[config.mk]
export PLATFORM = sky130hd
export DESIGN_NAME = lru_page_replacement_flat
export DESIGN_NICKNAME = d
export VERILOG_FILES = /design/src/rtl/lrupr_pkg.sv /design/src/rtl/lrupr_word_if.sv /design/src/rtl/lrupr_cell.sv /design/src/rtl/lru_page_replacement.sv /design/src/flat_wrapper.sv
export VERILOG_INCLUDE_DIRS = /design/src /design/src/rtl
export SDC_FILE = /design/constraint.sdc
export NUM_CORES = 1
export LEC_CHECK = 0
export ABC_CLOCK_PERIOD_IN_PS = 3800
export BUFFER_PORTS_ARGS = -buffer_cell sky130_fd_sc_hd__buf_4
export CAP_MARGIN = 0
export CELL_PAD_IN_SITES_DETAIL_PLACEMENT = 1
export CELL_PAD_IN_SITES_GLOBAL_PLACEMENT = 1
export CORE_AREA = 5 5 178 180
export DETAILED_ROUTE_END_ITERATION = 10
export DIE_AREA = 0 0 183 185
export GPL_ROUTABILITY_DRIVEN = 1
export PLACE_DENSITY = 0.74
export SYNTH_ARGS = -nofsm -noshare
export SYNTH_HDL_FRONTEND = slang
export SYNTH_SLANG_ARGS = --single-unit
export TNS_END_PERCENT = 50
[constraint.sdc]
create_clock -name clk -period 3.8 [get_ports clk]
set_input_delay 0.95 -clock clk [delete_from_list [all_inputs] [get_ports clk]]
set_output_delay 0.95 -clock clk [all_outputs]
set_load 0.05 [all_outputs]
[src/rtl/assert_macros.svh]
// Assertion macros used by the RTL of the LRU frame table.
// Each macro expects a clock named clk and an active-low reset named arst_n in scope.
`ifndef ASSERT_MACROS_SVH
`define ASSERT_MACROS_SVH

`define ASSERT_IMPL(label, ante, cons) \
	label: assert property (@(posedge clk) disable iff (!arst_n) (ante) |-> (cons)) \
		else $error("immediate implication failed");

`define ASSERT_NEXT(label, ante, cons) \
	label: assert property (@(posedge clk) disable iff (!arst_n) (ante) |=> (cons)) \
		else $error("next-cycle implication failed");

`endif

[src/rtl/lrupr_pkg.sv]
// Package of the LRU frame table: word types, cell commands, state codes and defaults.
// Used by the cell, the top level and the testbench.
package lrupr_pkg;

	localparam int FRAMES_DEF    = 8;
	localparam int PAGE_BITS_DEF = 16;
	localparam int PAGE_W        = 16;
	localparam int INDEX_W       = 3;
	localparam int COUNT_W       = 32;
	localparam int CAP_W         = 4;
	localparam logic [CAP_W-1:0] CAP_RESET = 4'd8;

	typedef struct packed {
		logic [PAGE_W-1:0] page_number;
	} page_word_t;

	typedef struct packed {
		logic               hit;
		logic [INDEX_W-1:0] frame_index;
		logic [COUNT_W-1:0] fault_count;
	} result_word_t;

	typedef struct packed {
		logic [CAP_W-1:0] frames_in_use;
	} cfg_word_t;

	typedef struct packed {
		logic clear;
		logic commit;
		logic hit;
		logic full;
	} cell_cmd_t;

	typedef enum logic [1:0] {
		ST_IDLE,
		ST_LOOKUP,
		ST_UPDATE
	} lrupr_state_t;

endpackage

[src/rtl/lrupr_word_if.sv]
// Valid/ready channel that moves one word of type T per handshake.
// The word types come from lrupr_pkg.
interface lrupr_word_if #(
	parameter type T = logic
) ();
	logic valid;
	logic ready;
	T     data;

	modport source(output valid, output data, input ready);
	modport sink(input valid, input data, output ready);
endinterface

[src/rtl/lrupr_cell.sv]
// One frame of the LRU table: stored page, valid bit and recency rank.
// Takes its commands from the top level and the valid bit of its left neighbor; uses lrupr_pkg.
module lrupr_cell #(
	parameter int FRAMES    = 8,
	parameter int PAGE_BITS = 16
) (
	input  logic                          clk,
	input  logic                          arst_n,
	input  lrupr_pkg::cell_cmd_t          cmd,
	input  logic [PAGE_BITS-1:0]          key,
	input  logic [$clog2(FRAMES)-1:0]     hit_rank,
	input  logic [$clog2(FRAMES)-1:0]     last_rank,
	input  logic                          prev_valid,
	output logic                          valid,
	output logic                          match_s1,
	output logic [$clog2(FRAMES)-1:0]     rank,
	output logic                          pick
);
	import lrupr_pkg::*;

	localparam int RW = $clog2(FRAMES);

	logic [PAGE_BITS-1:0] page_q;
	logic                 valid_q;
	logic [RW-1:0]        rank_q;

	assign valid = valid_q;
	assign rank  = rank_q;

	always_comb begin
		if (cmd.hit) begin
			pick = match_s1;
		end else if (cmd.full) begin
			pick = valid_q && (rank_q == last_rank);
		end else begin
			pick = prev_valid && !valid_q;
		end
	end

	always_ff @(posedge clk) begin
		match_s1 <= valid_q && (page_q == key);
		if (cmd.commit && pick && !cmd.hit) begin
			page_q <= key;
		end
	end

	always_ff @(posedge clk or negedge arst_n) begin
		if (!arst_n) begin
			valid_q <= 1'b0;
			rank_q  <= '0;
		end else if (cmd.clear) begin
			valid_q <= 1'b0;
			rank_q  <= '0;
		end else if (cmd.commit) begin
			if (pick) begin
				valid_q <= 1'b1;
				rank_q  <= '0;
			end else if (valid_q && (!cmd.hit || rank_q < hit_rank)) begin
				rank_q <= rank_q + RW'(1);
			end
		end
	end

endmodule

[src/rtl/lru_page_replacement.sv]
// LRU page replacement table: an accepted page word is registered as the key and compared
// in every frame cell in ST_LOOKUP; ST_UPDATE updates the recency ranks and writes the result
// register, waiting while that register is full and not read, and takes the next page word.
// Reset empties all frames, zeroes the fault counter and sets frames_in_use to 8.
// A configuration write clears the table and the counter in the cycle it is taken.
module lru_page_replacement #(
	parameter int FRAMES    = lrupr_pkg::FRAMES_DEF,
	parameter int PAGE_BITS = lrupr_pkg::PAGE_BITS_DEF
) (
	input logic         clk,
	input logic         arst_n,
	lrupr_word_if.sink  page,
	lrupr_word_if.source result,
	lrupr_word_if.sink  cfg
);
	import lrupr_pkg::*;

	`include "assert_macros.svh"

	localparam int RW = $clog2(FRAMES);
	localparam int CW = $clog2(FRAMES + 1);

	lrupr_state_t state_q, state_d;

	logic [CAP_W-1:0]     fiu_q;
	logic [CW-1:0]        cap;
	logic [CW-1:0]        filled_q;
	logic [COUNT_W-1:0]   faults_q, faults_d;
	logic [PAGE_BITS-1:0] key_q;
	logic                 out_valid_q;
	result_word_t         out_q;

	cell_cmd_t            cmd;
	logic                 can_write;
	logic                 cfg_write;
	logic                 hit;
	logic [RW-1:0]        hit_rank;
	logic [RW-1:0]        last_rank;
	logic [RW-1:0]        pick_idx;

	logic [FRAMES-1:0]    valid_w;
	logic [FRAMES-1:0]    match_w;
	logic [FRAMES-1:0]    pick_w;
	logic [RW-1:0]        rank_w [FRAMES];

	assign cfg.ready     = 1'b1;
	assign cfg_write     = cfg.valid;
	assign can_write     = !out_valid_q || result.ready;
	assign result.valid  = out_valid_q;
	assign result.data   = out_q;

	always_comb begin
		if (fiu_q == '0) begin
			cap = CW'(1);
		end else if (int'(fiu_q) > FRAMES) begin
			cap = CW'(FRAMES);
		end else begin
			cap = CW'(fiu_q);
		end
	end

	assign last_rank = RW'(filled_q - CW'(1));
	assign hit       = |match_w;

	always_comb begin
		hit_rank = '0;
		pick_idx = '0;
		for (int i = 0; i < FRAMES; i++) begin
			if (match_w[i]) begin
				hit_rank |= rank_w[i];
			end
			if (pick_w[i]) begin
				pick_idx |= RW'(i);
			end
		end
	end

	always_comb begin
		cmd.clear  = cfg_write;
		cmd.commit = (state_q == ST_UPDATE) && can_write;
		cmd.hit    = hit;
		cmd.full   = filled_q >= cap;
	end

	always_comb begin
		faults_d = faults_q;
		if (!hit && faults_q != '1) begin
			faults_d = faults_q + COUNT_W'(1);
		end
	end

	always_comb begin
		state_d    = state_q;
		page.ready = 1'b0;
		unique case (state_q)
			ST_IDLE: begin
				page.ready = 1'b1;
				if (page.valid) begin
					state_d = ST_LOOKUP;
				end
			end
			ST_LOOKUP: begin
				state_d = ST_UPDATE;
			end
			ST_UPDATE: begin
				page.ready = can_write;
				if (can_write) begin
					state_d = page.valid ? ST_LOOKUP : ST_IDLE;
				end
			end
			default: begin
				state_d = ST_IDLE;
			end
		endcase
	end

	always_ff @(posedge clk or negedge arst_n) begin
		if (!arst_n) begin
			state_q <= ST_IDLE;
		end else begin
			state_q <= state_d;
		end
	end

	always_ff @(posedge clk) begin
		if (page.valid && page.ready) begin
			key_q <= PAGE_BITS'(page.data.page_number);
		end
		if (cmd.commit) begin
			out_q.hit         <= hit;
			out_q.frame_index <= INDEX_W'(pick_idx);
			out_q.fault_count <= faults_d;
		end
	end

	always_ff @(posedge clk or negedge arst_n) begin
		if (!arst_n) begin
			fiu_q       <= CAP_RESET;
			filled_q    <= '0;
			faults_q    <= '0;
			out_valid_q <= 1'b0;
		end else begin
			if (cfg_write) begin
				fiu_q    <= cfg.data.frames_in_use;
				filled_q <= '0;
				faults_q <= '0;
			end else if (cmd.commit) begin
				faults_q <= faults_d;
				if (!hit && !cmd.full) begin
					filled_q <= filled_q + CW'(1);
				end
			end
			if (cmd.commit) begin
				out_valid_q <= 1'b1;
			end else if (result.ready) begin
				out_valid_q <= 1'b0;
			end
		end
	end

	for (genvar g = 0; g < FRAMES; g++) begin : g_cell
		lrupr_cell #(
			.FRAMES    (FRAMES),
			.PAGE_BITS (PAGE_BITS)
		) u_cell (
			.clk        (clk),
			.arst_n     (arst_n),
			.cmd        (cmd),
			.key        (key_q),
			.hit_rank   (hit_rank),
			.last_rank  (last_rank),
			.prev_valid ((g == 0) ? 1'b1 : valid_w[(g == 0) ? 0 : g - 1]),
			.valid      (valid_w[g]),
			.match_s1   (match_w[g]),
			.rank       (rank_w[g]),
			.pick       (pick_w[g])
		);
	end

	`ASSERT_IMPL(a_single_match, state_q == ST_UPDATE, $onehot0(match_w))
	`ASSERT_IMPL(a_single_pick, cmd.commit, $onehot(pick_w))
	`ASSERT_IMPL(a_fill_count, 1'b1, $countones(valid_w) == int'(filled_q))
	`ASSERT_NEXT(a_result_after_commit, cmd.commit, out_valid_q)

endmodule

[src/flat_wrapper.sv]
// flat-port wrapper written by rule: the top's interface ports become plain ports
module lru_page_replacement_flat import lrupr_pkg::*;
#(
	parameter int FRAMES    = lrupr_pkg::FRAMES_DEF,
	parameter int PAGE_BITS = lrupr_pkg::PAGE_BITS_DEF
)
  (clk, arst_n, page_valid, page_data, page_ready, result_valid, result_data, result_ready, cfg_valid, cfg_data, cfg_ready);
  lrupr_word_if #(.T(page_word_t)) page_i ();
  lrupr_word_if #(.T(result_word_t)) result_i ();
  lrupr_word_if #(.T(cfg_word_t)) cfg_i ();
  input logic clk;
  input logic arst_n;
  input wire logic [$bits(page_i.valid)-1:0] page_valid;
  input wire logic [$bits(page_i.data)-1:0] page_data;
  output wire logic [$bits(page_i.ready)-1:0] page_ready;
  output wire logic [$bits(result_i.valid)-1:0] result_valid;
  output wire logic [$bits(result_i.data)-1:0] result_data;
  input wire logic [$bits(result_i.ready)-1:0] result_ready;
  input wire logic [$bits(cfg_i.valid)-1:0] cfg_valid;
  input wire logic [$bits(cfg_i.data)-1:0] cfg_data;
  output wire logic [$bits(cfg_i.ready)-1:0] cfg_ready;
  assign page_i.valid = page_valid;
  assign page_i.data = page_data;
  assign page_ready = page_i.ready;
  assign result_valid = result_i.valid;
  assign result_data = result_i.data;
  assign result_i.ready = result_ready;
  assign cfg_i.valid = cfg_valid;
  assign cfg_i.data = cfg_data;
  assign cfg_ready = cfg_i.ready;
  lru_page_replacement #(.FRAMES(FRAMES), .PAGE_BITS(PAGE_BITS)) u_core (.clk(clk), .arst_n(arst_n), .page(page_i), .result(result_i), .cfg(cfg_i));
endmodule
==> impl_results.md <==
- Status: completed
- Max Slew Vio Count: 0
- Util after Layout: 51.4%
- CP bufs+invs: 0
- Clock slew at reported path FFs: approximately 70 ps
- Vias in the first global route: 9942
- CP max FO: 19
- Placer Congestion: 0.865
- Least-Margin Pin Slew: 953 ps
- DR DRC count: 0
- Met3 Use GR: 2.85%
- FF-to-FF End: u_core.result.data[33]
- Final WS setup: 599 ps
- Die height: 185 um
- GR Util met1: 28.4%
- R2R depth: 6
- H-tree depth: 1
- # resized after CTS: 0
- Clock Skews: 21.4 ps
- DRT iter0 DRCs: roughly 770
- Synth Warn #: 0
- Core Footprint: 30000 um2
- Layout net count: 1248
- Crit. Startpoint: u_core.filled_q[2]
- Die Wd: 183 um
- Critical Path Most Common Cell: or4_1
- RSZ-0062 raised after global routing: no
- Post-CTS setup buffer count: 0
- Layout cell share with drive strength beyond 1: 14.1%
- Clk sinks: roughly 260
- CP top delay family: simple AND/OR/NAND/NOR gates
- CP peak stage delay: 630 ps
- CTS Buf Count: 29
- Clock Tree Buf Depth: 3
- Gr busiest metal: met2
- Number of synthesized flops with an enable pin: 180
- Synthesized Nets: 1195
- Pin count of the biggest net entering global routing: 68
- Critical path endpoint category: flip-flop
- Power per standard cell area: 448 nW/um2
- DP Worst Slack: roughly 600 ps
- Insertion delay to the later sink of the worst-skew pair: 570 ps
- Area added between synthesis and finish: 14.3%
- Post-Syn Area: around 14000 um2
- Root Buffer: clkbuf_16
- Netlist cell types: between 60 and 70
- WP data required: 4110 ps
- Final setup vio count: 0
- Full die area: 33900 um2
- Synth Register Bits: 263
- Relative slew slack: 36.5%
- Critical path class: reg2reg
- Syn Inst Count: 1139
- Via density: 5.97
- Hold WC Path Type: in2async
- Total track usage: 21.0%
- CTS tree: done
- Vias: ~9600
- CP Launch Type: flip-flop
- Crit-path cells: ha_1, nor3_1, o21a_1, or4_1, nand3_1, or4_1
- RR Startpoint: u_core.filled_q[2]
- Fin. Hold Viols: 0
- Port Buffers: 62
- Max VDD drop: between 0.4 and 0.5 mV
- Rows: 64
- Final TNS setup: 0 ps
- Io pins: 64
- Min Tclk post-route: 3200 ps
- GRT Residual Overflow: 0
- FILL cells: 3116
- TritonRoute pass-1 iters: 5
- Final ANT Viol Nets: 0
- WL/cell: 22.4 um
- R2R setup slack: 600 ps
- Fmax: 312 MHz
- Initial antenna violation count: 0
- Ys async rst share: 28.5%
- Post-Route WL: between 30000 and 40000 um
- Antenna cell count: 0
- Post-CTS Hold Fix Bufs: 0
- Avg Inst Size Synth: 11.9 um2
- Grt met2 use: 35.8%
- Period utilisation layout: a little over four fifths
- Initial core utilization: 45.0%
- Number of max-cap violations: 0
- P_leak: 6.02 nW
- First-pass GRT wire length: 56700 um
- Sequential area share after synthesis: 55.1%
- CP max-delay cell: o21a_1
- HPWL after DPL: 23800 um
- Worst EP arrival: 3510 ps
- Synth Flop Type: edfxtp_1
-- final cells by class --
cell class	instances	area, um2	area share (%)
Sequential cell	263	7440	48.2
Multi-Input combinational cell	773	5710	37.0
Clock buffer	32	737	4.77
Timing Repair Buffer	94	706	4.57
Tap cell	396	495	3.21
Clock inverter	20	240	1.55
Inverter	31	119	0.769
-- synth_stat cells, types with 12 or more instances --
library cell | number | area (um2)
nand2_1 | 33 | 124
nand2b_1 | 13 | 81.3
dfrtp_1 | 74 | 1850
ha_1 | 31 | 388
nor4_1 | 39 | 244
inv_1 | 30 | 113
o21ai_0 | 17 | 85.1
xnor2_1 | 22 | 193
nand3_1 | 25 | 125
clkbuf_1 | 59 | 221
or4_1 | 30 | 225
xor2_1 | 156 | 1370
nor2_1 | 56 | 210
mux2_2 | 12 | 135
a211oi_1 | 12 | 90.1
a31oi_1 | 15 | 93.8
nor2b_1 | 19 | 119
o211ai_1 | 19 | 143
edfxtp_1 | 180 | 5410
nand4_1 | 58 | 363
o31ai_1 | 20 | 150
a21oi_1 | 26 | 130
nor3_1 | 40 | 200
a22oi_1 | 12 | 90.1
-- how the worst max path moves through the flow --
stage / depth (start not counted) / end / slack, ps
floorplan: 10 / u_core.g_cell[0].u_cell.page_q[0] / 60
global placement: 6 / u_core.result.data[33] / 740
detailed placement: 6 / u_core.result.data[33] / 600
CTS: 6 / u_core.result.data[33] / 600
global route: 6 / u_core.result.data[32] / 360
finish: 6 / u_core.result.data[33] / 600
-- power breakdown --
group,internal (mW),switching [mW]
clock,1.74,1.17
sequential,3.18,0.125
combinational,0.237,0.473
-- flip-flops by register name, indices dropped and copies added (netlist names) --
name / cells
u_core.g_cell.u_cell.page_q: 128
u_core.result.data: 36
u_core.faults_q: 32
u_core.g_cell.u_cell.rank: 24
u_core.key_q: 16
u_core.g_cell.u_cell.match_s1: 8
u_core.g_cell.u_cell.valid: 8
u_core.filled_q: 4
u_core.fiu_q: 4
u_core.state_q: 2
u_core.result.valid: 1
-- cells by family (layout without fill, tap and decap cells) --
family | Yosys count | count (layout) | share of synthesized area (%)
simple gates | 365 | 365 | 15.5
flops | 263 | 263 | 55.1
xor+xnor | 186 | 186 | 12.9
compound gates | 175 | 175 | 9.36
buf+inv | 103 | 177 | 3.12
fa+ha+maj | 31 | 31 | 2.87
mux | 15 | 15 | 1.22
other cells | 1 | 1 | 0.0277
-- per-layer routing --
| metal | wire [um] | part of all wire [%] |
|---|---|---|
| met1 | 16000 | 44 |
| met5 | 0 | 0 |
| met3 | 1540 | 4.3 |
| met4 | 916 | 2.5 |
| met2 | 17700 | 49 |
-- worst reg2reg max path: stages (launching register included) --
cell	delay, ps
dfrtp_1	550
ha_1	310
nor3_1	250
o21a_1	630
or4_1	360
nand3_1	270
or4_1	580
-- stage by stage --
step                      cell area [um2]  hold slack, ps  total power [mW]  cells
after floorplan                     13500             457              3.79   1139
after global routing                15400             377              7.18   1609
after detailed placement            14500             502              4.07   1557
after CTS                           15400             352              7.00   1609
after global placement              14500             485              4.04   1557
final                               15400             347              6.92   1609
-- layout by cell type, fill, tap and decap left out, types with 12 or more instances in the layout --
master,n
a21oi_1,26
inv_1,29
a22oi_1,12
a211oi_1,12
edfxtp_1,180
nand2b_1,13
xnor2_1,22
nor3_1,40
nor4_1,38
nand2_1,33
clkbuf_16,29
o31ai_1,20
ha_1,31
o211ai_1,19
nand4_1,58
dfrtp_1,74
nand3_1,25
buf_4,94
mux2_2,12
o21ai_0,17
xor2_1,156
nor2b_1,19
nor2_1,56
or4_1,30
Power figures use the tool's default switching activity.
